--- config.mk ---
export PLATFORM = sky130hd
export DESIGN_NAME = device_capacity_allocator
export DESIGN_NICKNAME = d
export VERILOG_FILES = /design/src/design/dca_pkg.sv /design/src/design/device_capacity_allocator.sv /design/src/design/dca_cell.sv
export SDC_FILE = /design/constraint.sdc
export NUM_CORES = 2
export LEC_CHECK = 0
export BUFFER_PORTS_ARGS = -buffer_cell sky130_fd_sc_hd__buf_2
export CAP_MARGIN = 10
export CORE_MARGIN = 5
export CORE_UTILIZATION = 60
export CTS_CLUSTER_SIZE = 16
export DETAILED_ROUTE_END_ITERATION = 10
export PLACE_DENSITY = 0.85
export SYNTH_ARGS = -nofsm -noshare
export SYNTH_HDL_FRONTEND = slang
export SYNTH_SLANG_ARGS = --single-unit
export TNS_END_PERCENT = 10
--- constraint.sdc ---
create_clock -name i_clk -period 12.95 [get_ports i_clk]
set_input_delay 2.59 -clock i_clk [delete_from_list [all_inputs] [get_ports i_clk]]
set_output_delay 2.59 -clock i_clk [all_outputs]
set_load 0.03 [all_outputs]
--- src/design/dca_pkg.sv ---
// Package for the device capacity allocator: widths, register indexes,
// beat structs and the capacity arithmetic used by the device cells.
// No dependencies.
package dca_pkg;

    localparam int MAX_DEVS = 12;
    localparam int IDX_W    = 4;
    localparam int USE_W    = 7;
    localparam int ALLOC_W  = 8;
    localparam int REQ_W    = 7;
    localparam int CLS_W    = 3;
    localparam int TIME_W   = 32;
    localparam int WIN_W    = 8;
    localparam int TOT_W    = 11;
    localparam int SLK_W    = 7;
    localparam int PROD_W   = 14;

    // Input and output tdata widths
    localparam int IN_TDATA_W = 56;
    localparam int OUT_TDATA_W = 16;

    // Configuration register indexes
    localparam logic CFG_DEVICE_COUNT  = 1'b0;
    localparam logic CFG_REPEAT_WINDOW = 1'b1;

    // Item kinds carried in tuser
    localparam logic CMD_LOAD    = 1'b0;
    localparam logic CMD_REQUEST = 1'b1;

    // Selection modes
    localparam logic MODE_BALANCE = 1'b0;
    localparam logic MODE_LOWPWR  = 1'b1;

    localparam logic [USE_W-1:0] USAGE_MAX    = 7'd100;
    localparam logic [SLK_W-1:0] BEST_LOWPWR  = 7'd100;
    localparam logic [SLK_W-1:0] BEST_BALANCE = 7'd0;
    localparam logic [ALLOC_W-1:0] ALLOC_MAX  = 8'd255;
    localparam logic [WIN_W-1:0] WINDOW_RESET = 8'd3;

    // floor(x / 100) = (x * 5243) >> 19 for every x up to 9600
    localparam int DIV_SHIFT = 19;
    localparam logic [12:0] RECIP_100 = 13'd5243;

    // Scan beat handed from cell to cell
    typedef struct packed {
        logic               valid;
        logic               clear;
        logic [SLK_W-1:0]   best;
        logic [IDX_W-1:0]   sel;
        logic               hit;
        logic [TOT_W-1:0]   total;
    } t_tok;

    // Request fields held steady for the whole scan
    typedef struct packed {
        logic               mode;
        logic [CLS_W-1:0]   cls;
        logic [REQ_W-1:0]   req;
        logic [IDX_W-1:0]   ndev;
    } t_req;

    // Usage load broadcast
    typedef struct packed {
        logic               we;
        logic [IDX_W-1:0]   idx;
        logic [USE_W-1:0]   usage;
    } t_load;

    // Allocation commit broadcast at the end of a scan
    typedef struct packed {
        logic               en;
        logic [IDX_W-1:0]   sel;
        logic [REQ_W-1:0]   req;
    } t_commit;

    // Stream scale per resolution class
    function automatic logic [USE_W-1:0] class_scale(input logic [CLS_W-1:0] cls);
        logic [USE_W-1:0] k;
        case (cls)
            3'd1:    k = 7'd96;
            3'd2:    k = 7'd36;
            3'd3:    k = 7'd16;
            3'd4:    k = 7'd4;
            default: k = 7'd0;
        endcase
        return k;
    endfunction

    // Quotient by 100 through a reciprocal multiply
    function automatic logic [USE_W-1:0] div100(input logic [PROD_W-1:0] x);
        logic [26:0] p;
        p = 27'(x) * 27'(RECIP_100);
        return USE_W'(p >> DIV_SHIFT);
    endfunction

endpackage

--- src/design/device_capacity_allocator.sv ---
// Device capacity allocator: a load beat (tuser 0) stores one device's encoder
// usage and posts an all-zero result; a request beat (tuser 1) runs a scan beat
// down a row of MAX_DEVS device cells, one cell per cycle, and its result passes
// through setup, the cell row, capture and the output register. One item is in
// work at a time; tready rises as the result moves into the output register, and
// a finished item waits in post while an older result is not taken.
// Depends on dca_pkg and dca_cell.
module device_capacity_allocator import dca_pkg::*; (
    input  logic                    i_clk,
    input  logic                    i_rst_n,
    // config write port
    input  logic                    i_cfg_we,
    input  logic                    i_cfg_addr,
    input  logic [WIN_W-1:0]        i_cfg_wdata,
    // input stream
    input  logic                    i_s_axis_tvalid,
    output logic                    o_s_axis_tready,
    // [3:0] device_index, [10:4] usage_percent, [11] mode, [14:12] res_type,
    // [21:15] req_count, [53:22] time_seconds, [55:54] zero
    input  logic [IN_TDATA_W-1:0]   i_s_axis_tdata,
    // [0] cmd
    input  logic                    i_s_axis_tuser,
    // output stream
    output logic                    o_m_axis_tvalid,
    input  logic                    i_m_axis_tready,
    // [3:0] selected_device, [14:4] total_capacity, [15] zero
    output logic [OUT_TDATA_W-1:0]  o_m_axis_tdata,
    // [0] found
    output logic                    o_m_axis_tuser
);

    typedef enum logic [3:0] {
        S_IDLE = 4'b0001,
        S_PREP = 4'b0010,
        S_SCAN = 4'b0100,
        S_POST = 4'b1000
    } t_state;

    t_state             r_state;
    logic [IDX_W-1:0]   r_dev_count;
    logic [WIN_W-1:0]   r_window;
    logic               r_prev_mode;
    logic [CLS_W-1:0]   r_prev_cls;
    logic [REQ_W-1:0]   r_prev_req;
    logic [TIME_W-1:0]  r_prev_time;
    logic               r_clear;
    t_req               r_req;
    t_tok               r_tok;
    logic [IDX_W-1:0]   r_res_sel;
    logic               r_res_found;
    logic [TOT_W-1:0]   r_res_total;
    logic               r_out_valid;
    logic [IDX_W-1:0]   r_out_sel;
    logic               r_out_found;
    logic [TOT_W-1:0]   r_out_total;

    logic               w_accept;
    logic [IDX_W-1:0]   w_idx;
    logic [USE_W-1:0]   w_usage;
    logic               w_mode;
    logic [CLS_W-1:0]   w_cls;
    logic [REQ_W-1:0]   w_reqc;
    logic [TIME_W-1:0]  w_now;
    logic [TIME_W:0]    w_diff;
    logic               w_in_window;
    logic               w_repeat;
    logic               w_out_free;
    t_load              w_load;
    t_commit            w_commit;
    t_tok               w_tok [0:MAX_DEVS];

    // Unpack the input beat
    assign w_idx   = i_s_axis_tdata[3:0];
    assign w_usage = i_s_axis_tdata[10:4];
    assign w_mode  = i_s_axis_tdata[11];
    assign w_cls   = i_s_axis_tdata[14:12];
    assign w_reqc  = i_s_axis_tdata[21:15];
    assign w_now   = i_s_axis_tdata[53:22];

    assign o_s_axis_tready = (r_state == S_IDLE);
    assign w_accept        = i_s_axis_tvalid && o_s_axis_tready;
    assign w_out_free      = !r_out_valid || i_m_axis_tready;

    // Repeat test: signed time difference below the window
    assign w_diff      = {1'b0, w_now} - {1'b0, r_prev_time};
    assign w_in_window = $signed(w_diff) < $signed({25'd0, r_window});
    assign w_repeat    = (r_prev_mode == w_mode) && (r_prev_cls == w_cls) &&
                         (r_prev_req == w_reqc) && w_in_window;

    // Broadcasts to the cells
    assign w_load.we    = w_accept && (i_s_axis_tuser == CMD_LOAD);
    assign w_load.idx   = w_idx;
    assign w_load.usage = w_usage;

    assign w_commit.en  = w_tok[MAX_DEVS].valid && w_tok[MAX_DEVS].hit;
    assign w_commit.sel = w_tok[MAX_DEVS].sel;
    assign w_commit.req = r_req.req;

    assign w_tok[0] = r_tok;

    // Row of device cells
    for (genvar g = 0; g < MAX_DEVS; g++) begin : g_cell
        dca_cell u_cell (
            .i_clk      (i_clk),
            .i_rst_n    (i_rst_n),
            .i_cell_idx (IDX_W'(g)),
            .i_req      (r_req),
            .i_load     (w_load),
            .i_commit   (w_commit),
            .i_tok      (w_tok[g]),
            .o_tok      (w_tok[g+1])
        );
    end

    // Configuration registers
    always_ff @(posedge i_clk) begin
        if (!i_rst_n) begin
            r_dev_count <= '0;
            r_window    <= WINDOW_RESET;
        end else if (i_cfg_we) begin
            case (i_cfg_addr)
                CFG_DEVICE_COUNT:  r_dev_count <= i_cfg_wdata[IDX_W-1:0];
                CFG_REPEAT_WINDOW: r_window    <= i_cfg_wdata;
                default:           r_window    <= r_window;
            endcase
        end
    end

    // Sequencer: accept, set up, scan, post
    always_ff @(posedge i_clk) begin
        if (!i_rst_n) begin
            r_state     <= S_IDLE;
            r_prev_mode <= 1'b0;
            r_prev_cls  <= '0;
            r_prev_req  <= '0;
            r_prev_time <= '0;
            r_tok.valid <= 1'b0;
            r_out_valid <= 1'b0;
        end else begin
            // Launch the scan beat only from setup
            r_tok.valid <= (r_state == S_PREP);
            // Load the output register from post, drop it once taken
            if (r_state == S_POST && w_out_free) begin
                r_out_valid <= 1'b1;
            end else if (i_m_axis_tready) begin
                r_out_valid <= 1'b0;
            end
            case (r_state)
                S_IDLE: begin
                    if (w_accept) begin
                        if (i_s_axis_tuser == CMD_LOAD) begin
                            r_res_sel   <= '0;
                            r_res_found <= 1'b0;
                            r_res_total <= '0;
                            r_state     <= S_POST;
                        end else begin
                            r_clear     <= !w_repeat;
                            r_prev_mode <= w_mode;
                            r_prev_cls  <= w_cls;
                            r_prev_req  <= w_reqc;
                            r_prev_time <= w_now;
                            r_req.mode  <= w_mode;
                            r_req.cls   <= w_cls;
                            r_req.req   <= w_reqc;
                            r_req.ndev  <= (r_dev_count > IDX_W'(MAX_DEVS)) ?
                                           IDX_W'(MAX_DEVS) : r_dev_count;
                            r_state     <= S_PREP;
                        end
                    end
                end
                S_PREP: begin
                    r_tok.clear <= r_clear;
                    r_tok.best  <= (r_req.mode == MODE_LOWPWR) ? BEST_LOWPWR
                                                               : BEST_BALANCE;
                    r_tok.sel   <= '0;
                    r_tok.hit   <= 1'b0;
                    r_tok.total <= '0;
                    r_state     <= S_SCAN;
                end
                S_SCAN: begin
                    if (w_tok[MAX_DEVS].valid) begin
                        r_res_sel   <= w_tok[MAX_DEVS].hit ? w_tok[MAX_DEVS].sel : '0;
                        r_res_found <= w_tok[MAX_DEVS].hit;
                        r_res_total <= w_tok[MAX_DEVS].total;
                        r_state     <= S_POST;
                    end
                end
                S_POST: begin
                    if (w_out_free) begin
                        r_out_sel   <= r_res_sel;
                        r_out_found <= r_res_found;
                        r_out_total <= r_res_total;
                        r_state     <= S_IDLE;
                    end
                end
                default: begin
                    r_state <= S_IDLE;
                end
            endcase
        end
    end

    assign o_m_axis_tvalid = r_out_valid;
    assign o_m_axis_tdata  = {1'b0, r_out_total, r_out_sel};
    assign o_m_axis_tuser  = r_out_found;

`ifndef SYNTHESIS
    // Scan beat leaves the row exactly when expected
    a_scan_latency: assert property (@(posedge i_clk) disable iff (!i_rst_n)
        (w_accept && i_s_axis_tuser == CMD_REQUEST) |-> ##14 w_tok[MAX_DEVS].valid)
        else $error("scan beat did not leave the cell row on time");

    // No scan beat outside a scan
    a_tok_in_scan: assert property (@(posedge i_clk) disable iff (!i_rst_n)
        w_tok[MAX_DEVS].valid |-> (r_state == S_SCAN))
        else $error("scan beat outside of scan state");

    // Load goes straight to posting
    a_load_post: assert property (@(posedge i_clk) disable iff (!i_rst_n)
        (w_accept && i_s_axis_tuser == CMD_LOAD) |=> (r_state == S_POST))
        else $error("load did not move to post");

    // A found result names a real device
    a_sel_range: assert property (@(posedge i_clk) disable iff (!i_rst_n)
        (o_m_axis_tvalid && o_m_axis_tuser) |->
            (o_m_axis_tdata[3:0] < IDX_W'(MAX_DEVS)))
        else $error("selected device out of range");
`endif

endmodule

--- src/design/dca_cell.sv ---
// One device cell: holds the usage and allocated count of one device and
// processes the scan beat as it passes. Depends on dca_pkg.
module dca_cell import dca_pkg::*; (
    input  logic               i_clk,
    input  logic               i_rst_n,
    input  logic [IDX_W-1:0]   i_cell_idx,
    input  t_req               i_req,
    input  t_load              i_load,
    input  t_commit            i_commit,
    input  t_tok               i_tok,
    output t_tok               o_tok
);

    logic [USE_W-1:0]   r_usage;
    logic [ALLOC_W-1:0] r_alloc;
    logic [PROD_W-1:0]  r_prod;
    t_tok               r_tok;

    logic [USE_W-1:0]   w_k;
    logic [USE_W-1:0]   w_usat;
    logic [USE_W-1:0]   w_cap;
    logic [ALLOC_W-1:0] w_alloc;
    logic               w_active;
    logic [9:0]         w_avail;
    logic [9:0]         w_slack;
    logic               w_fits;
    logic               w_better;
    logic [ALLOC_W:0]   w_sum;
    t_tok               n_tok;

    // Capacity and slack for the passing beat
    always_comb begin
        w_k      = class_scale(i_req.cls);
        w_usat   = (r_usage > USAGE_MAX) ? USAGE_MAX : r_usage;
        w_cap    = w_k - div100(r_prod);
        w_alloc  = i_tok.clear ? '0 : r_alloc;
        w_active = (i_cell_idx < i_req.ndev);
        w_avail  = {3'd0, w_cap} - {2'd0, w_alloc};
        w_slack  = w_avail - {3'd0, i_req.req};
        w_fits   = w_active && ($signed(w_avail) >= $signed({3'd0, i_req.req}));
        w_better = (i_req.mode == MODE_LOWPWR) ? (w_slack[SLK_W-1:0] < i_tok.best)
                                               : (w_slack[SLK_W-1:0] > i_tok.best);
        w_sum    = {1'b0, r_alloc} + {2'd0, i_commit.req};
        n_tok    = i_tok;
        if (w_active) begin
            n_tok.total = i_tok.total + {4'd0, w_cap};
        end
        if (w_fits && w_better) begin
            n_tok.best = w_slack[SLK_W-1:0];
            n_tok.sel  = i_cell_idx;
            n_tok.hit  = 1'b1;
        end
    end

    // Scale product, registered: ready in the cycle after the class is set
    always_ff @(posedge i_clk) begin
        r_prod <= PROD_W'(w_k) * PROD_W'(w_usat);
    end

    // Hand the beat on
    always_ff @(posedge i_clk) begin
        if (!i_rst_n) begin
            r_tok.valid <= 1'b0;
        end else begin
            r_tok.valid <= i_tok.valid;
        end
        r_tok.clear <= n_tok.clear;
        r_tok.best  <= n_tok.best;
        r_tok.sel   <= n_tok.sel;
        r_tok.hit   <= n_tok.hit;
        r_tok.total <= n_tok.total;
    end

    // Device state: load, clear on a fresh request, add on commit
    always_ff @(posedge i_clk) begin
        if (!i_rst_n) begin
            r_usage <= '0;
            r_alloc <= '0;
        end else begin
            if (i_load.we && i_load.idx == i_cell_idx) begin
                r_usage <= i_load.usage;
            end
            if (i_commit.en && i_commit.sel == i_cell_idx) begin
                r_alloc <= w_sum[ALLOC_W] ? ALLOC_MAX : w_sum[ALLOC_W-1:0];
            end else if (i_tok.valid && i_tok.clear) begin
                r_alloc <= '0;
            end
        end
    end

    assign o_tok = r_tok;

endmodule

== Word-level counts from Yosys, hierarchy flattened ==
Cells that the tools add are included.
W data, S select, Z words.
Word-level totals
  register bits after elaboration: 735
  memories kept: 0
  logic and storage cells: 523
  ROM bits: 0
  bits in writable memories: 0
  latch bits: 0
Cells by class
  reductions and logical operators: 94
  eq/ne operators: 37
  divide/modulo/power cells: 0
  $mul: 24
  bitwise gates (word level): 2
  shift operators: 0
  multiplexer cells: 116
  add/subtract/negate cells: 60
  $lt $le $gt $ge: 62
Operators by type and width (number)
  $mux W8: 48
  $mul A14 B13 Y26 const B: 12
  $mul A7 B7 Y14: 12
  $sub A7 B7 Y7: 24
  $mux W11: 13
  $mux W12: 11
  $add A8 B7 Y9: 13
  $ge A9 B8 Y1: 12
  $sub A7 B8 Y9: 12
  $add A11 B7 Y11: 9
  $mux W7: 14
  $gt A7 B7 Y1: 12
  $gt A7 B7 Y1 const B: 12
  $lt A7 B7 Y1: 12
  $logic_and A1 B1 Y1: 67
  $eq A4 B3 Y1 const B: 9
  $eq A4 B4 Y1 const B: 9
  $lt A33 B9 Y1: 1
  $sub A32 B32 Y33: 1
  $mux W4: 8
  $pmux W7 S4: 1
  $reduce_bool A2 Y1: 14
  $pmux W11 S2: 1
  $eq A4 B2 Y1 const B: 5
  other kinds (27): 63

== Logic depth before layout (Yosys ltp) ==
  word-level depth: 9
  depth in mapped cells: 41
  mapped depth without buffers: 41

== Cells and area by module ==
From an unflattened synthesis, not the netlist that was laid out.
Unflattened totals
  cell total of the unflattened synthesis: 10064
  area, all modules: 92526.2 um2
Modules (own cells, without submodules)
  dca_cell at g_cell[0].u_cell ...: cells an instance 795, sequential area each 1041.0 um2, area each 7259.5 um2, instances 7
  dca_cell at g_cell[5].u_cell: cells an instance 768, sequential area each 1041.0 um2, area each 7115.6 um2, instances 1
  dca_cell at g_cell[7].u_cell: cells an instance 760, sequential area each 1041.0 um2, area each 7083.0 um2, instances 1
  dca_cell at g_cell[6].u_cell: cells an instance 757, sequential area each 1041.0 um2, area each 7063.0 um2, instances 1
  dca_cell at g_cell[9].u_cell: cells an instance 759, sequential area each 1041.0 um2, area each 7041.8 um2, instances 1
  dca_cell at g_cell[8].u_cell: cells an instance 749, sequential area each 1041.0 um2, area each 6988.0 um2, instances 1
  device_capacity_allocator: cells an instance 706, sequential area each 2722.6 um2, area each 6418.7 um2, instances 1

== Worst setup path after synthesis ==
OpenSTA, ideal clock, no wires.
  path kind: register to register
  from: register g_cell[0].u_cell.r_prod[11]
  to: register g_cell[0].u_cell.r_tok (netlist bit g_cell[0].u_cell.o_tok[21])
  cell stages (with the launch flop): 40
  path buffers: 1
  arrival time: 9.442 ns
  clock period less this slack: 9.563 ns
  path slack: 3.387 ns
  setup time: 0.121 ns
  path through: dfxtp_1 -> fa_1 -> ha_1 -> inv_1 -> fa_1 -> inv_1 -> fa_1 -> inv_1 -> fa_1 -> inv_1 -> ha_1 -> nand4_1 -> a211oi_1 -> a21oi_2 -> a311oi_1 -> or2_2 -> a21oi_1 -> o21bai_1 -> [4 not listed] -> o31ai_1 -> a311oi_1 -> nand2_1 -> ha_1 -> a21oi_1 -> o31ai_1 -> xor2_1 -> ha_1 -> xnor2_1 -> ha_1 -> a21o_1 -> a31oi_1 -> mux2i_1 -> or3_1 -> or4b_1 -> o22a_1 -> a21oi_4 -> mux2_4
RTL lines
  from (decl): line dca_cell.sv:16  | logic [PROD_W-1:0] r_prod;
  from (signal assigned): line dca_cell.sv:57  | r_prod <= PROD_W'(w_k) * PROD_W'(w_usat);
  to (decl): line dca_cell.sv:17  | t_tok r_tok;

==> flow_summary_export.csv <==
group,metric,value,unit
run_status,status,"finished clean",
pwr,power,8396,uW
critical_path,worstPathArrival,11.35,ns
layout,drive_above_1_share,0.04448,
grt,antenna_found_initial,7,
logic_synthesis,syn-cell-area,0.08410,mm2
clock_tree,cts_root_buffer,"clkbuf_16",
logic_synthesis,ys_seq_area_frac,0.1731,
run,maxCapViolCount,0,
drt,vias,62817,
timing,min_period,10.76,ns
grt,overflow,0,
logic_synthesis,yosysTopAreaCellShare,0.2827,
timing,finalCritPeriodShare,0.8309,
floorplan,die_h,384.4,um
clock_tree,cts_tree,"built",
clock_tree,clock_latency,0.70,ns
logic_synthesis,avgSynthCellArea,9.289,um2
logic_synthesis,synth_xor_area_frac,0.06200,
drt,via_per_inst,5.662,
grt,grtUsageTotal,0.2673,
timing,final_hold_viol_count,0,
layout,area_delta_synth_final,6.792,%
pwr,powerDensity,93.48,mW/mm2
place,gp_routability_congestion,0.9146,
min_path,hp-class,"reg2reg",
min_path,whs_path_depth,0,
layout,finish.instance_area,0.08981,mm2
layout,multi_input_area,0.06255,mm2
floorplan,ios,90,
logic_synthesis,yosys_register_bits,702,
logic_synthesis,synthFlopType,"dfxtp_1",
grt,grt_pass1_vias,67630,
logic_synthesis,synth_mux_area_frac,0.02578,
layout,finalNonFillerCells,11095,
floorplan,core,0.1394,mm2
clock_tree,cts_setup_buffers,0,
place,place_inst,10939,
logic_synthesis,synth-adder-area-share,0.4598,
logic_synthesis,synth_commonest_cells,"ha_1, inv_1, fa_1",
grt,grt_max_degree,85,
pwr,p_leak,0.05000,uW
logic_synthesis,synth_cells,9053,
logic_synthesis,synth-compound-area-share,0.1029,
logic_synthesis,synth_edf_count,50,
place,postPlaceCellArea,0.08680,mm2
floorplan,start_util,0.6035,
floorplan,design.die.area,0.1477,mm2
clock_tree,cts-resized-gates,0,
timing,slew_viol_final,0,
critical_path,rr_worst_depth,38,
critical_path,startpoint_type,"register",
critical_path,cp_max_fo,8,
min_path,holdCritStartpoint,"g_cell[1].u_cell.o_tok[23]",
timing,slew_headroom,0.2057,
timing,tightest_slew,1.191,ns
drt,wl_per_cell,17.70,um
timing,setup_viol,0,
critical_path,r2r-end,"g_cell[0].u_cell.o_tok[21]",
critical_path,path_class,"reg2reg",
logic_synthesis,yosys.area_share.simple,0.09302,
logic_synthesis,yosys-top-cells-area,"ha_1, fa_1, dfxtp_1, inv_1, xnor2_1",
layout,final-seq-area,0.01455,mm2
min_path,min_to,"g_cell[2].u_cell.o_tok[23]",
clock_tree,clkTransAtPathRegs,0.07,ns
critical_path,r2r-start,"g_cell[0].u_cell.r_prod[11]",
timing,fin_setup_tns,0,ns
logic_synthesis,syn_nets,11768,
clock_tree,cts_buffers,84,
drt,drc,0,
place,detailed_place_hpwl,156600,um
timing,rsz0062_at_grt,"no",
logic_synthesis,synth_top_family_by_area,"adder cells",
clock_tree,h-tree-depth,3,
layout,nFillCells,10427,
place,io_buffers,86,
critical_path,rrSetupSlack,2.19,ns
logic_synthesis,yosysMostFrequentCell,"ha_1",
critical_path,required,13.54,ns
timing,maxClockFrequency,0.09294,GHz
pwr,ir_drop,101.9,uV
timing,finClkSkew,0.03321,ns
drt,route.antenna.remaining_nets,0,
layout,nNetsFinal,11864,
critical_path,critical_path.slowest_cell,"dfxtp_1",
critical_path,critPathCaptureType,"register",
drt,drt-total-wl,196400,um
clock_tree,postCtsHoldBufs,0,
critical_path,cpMostUsedCell,"ha_1",
critical_path,slowest_delay,0.60,ns
logic_synthesis,yosys_warnings,0,
floorplan,rows,137,
clock_tree,cts_max_path_buffers,3,
logic_synthesis,synth_top_area_cell,"ha_1",
grt,grt_pass1_wl,324800,um
drt,drt_pass1_iterations,7,
clock_tree,clock_sinks,702,
drt,drt_iter0_markers,3478,
logic_synthesis,synth_cell_type_count,80,
floorplan,fp.dieW,384.4,um
logic_synthesis,synthArstFlopShare,0,
[power by group]
part | switching [uW] | internal (uW) | leakage [uW]
sequential | 218 | 2560 | 0.00578
clock | 1050 | 1550 | 0.00146
combinational | 1680 | 1340 | 0.0428
total | 2950 | 5440 | 0.0500
[layout by cell type, fill, tap and decap left out, types with 149 or more instances in the layout]
cell type / instances
xnor2_1: 381
dfxtp_1: 652
nor2_1: 448
a21oi_1: 510
nand2b_1: 149
o21ai_0: 309
inv_1: 1739
ha_1: 1900
fa_1: 744
a21o_1: 233
xor2_1: 204
nand2_1: 479
[stage by stage]
stage	setup slack, ns	utilization	hold slack (ns)
after global routing	1.545	0.6444	0.4069
after floorplan	3.387	-	0.3645
after global placement	2.604	0.6228	0.3766
final	2.190	0.6444	0.3922
after detailed placement	2.394	0.6228	0.3813
after CTS	2.252	0.6444	0.3911
[area by class of cell]
class	count	share of cell area
timing repair buffer	135	0.008861
sequential	702	0.1621
tap	1876	0.02614
inverter	1743	0.07291
antenna	2	0.00005573
clock inverter	42	0.006910
clock buffer	112	0.02655
multi-input combinational	6483	0.6965
[kinds of logic (layout without fill, tap and decap cells)]
logic type,count (synthesis),count (layout)
flip-flops,702,702
other,1,3
multiplexers,205,205
buffers and inverters,1868,2032
XOR/XNOR,589,589
AND/OR/NAND/NOR,1636,1636
adder cells (fa/ha/maj),2644,2644
AO/OA/AOI/OAI,1408,1408
[per-layer routing]
layer	up-vias	global-route usage	routed length, um
met5	-	0	13
met4	2	0.1408	11730
met3	663	0.03781	10900
met2	1791	0.4743	96490
met1	30371	0.3134	77240
li1	29990	-	-
[registers in the layout, indices dropped and copies added, names as in the netlist, 3 cells and up]
name,flops
g_cell.u_cell.o_tok,267
g_cell.u_cell.r_alloc,96
g_cell.u_cell.r_prod,144
g_cell.u_cell.r_usage,84
r_dev_count,4
r_out_sel,4
r_out_total,11
r_prev_cls,3
r_prev_req,7
r_prev_time,32
r_req,15
r_res_sel,4
r_res_total,11
r_state,4
r_tok,3
r_window,8
[worst max path at each step]
stage,from,endpoint,slack [ns]
6_report,g_cell[0].u_cell.r_prod[11],g_cell[0].u_cell.o_tok[21],2.19
5_1_grt,g_cell[0].u_cell.r_prod[11],g_cell[0].u_cell.o_tok[22],1.54
4_1_cts,g_cell[0].u_cell.r_prod[11],g_cell[0].u_cell.o_tok[21],2.25
3_5_place_dp,g_cell[0].u_cell.r_prod[11],g_cell[0].u_cell.o_tok[21],2.39
3_3_place_gp,g_cell[0].u_cell.r_prod[13],g_cell[0].u_cell.o_tok[21],2.60
2_1_floorplan,g_cell[0].u_cell.r_prod[11],g_cell[0].u_cell.o_tok[21],3.39
[critical path: cells and delay by family, from the launching register on]
kind	cells	cell delay, ns
AOI/OAI and AO/OA	13	3.22
xor gates and xnor gates	3	0.49
adders and majority gates	10	3.97
buffers and inverters	4	0.19
DFF	1	0.60
muxes	3	0.66
and+or+nand+nor	5	1.50
No activity file was read; power rests on OpenSTA's default activity.
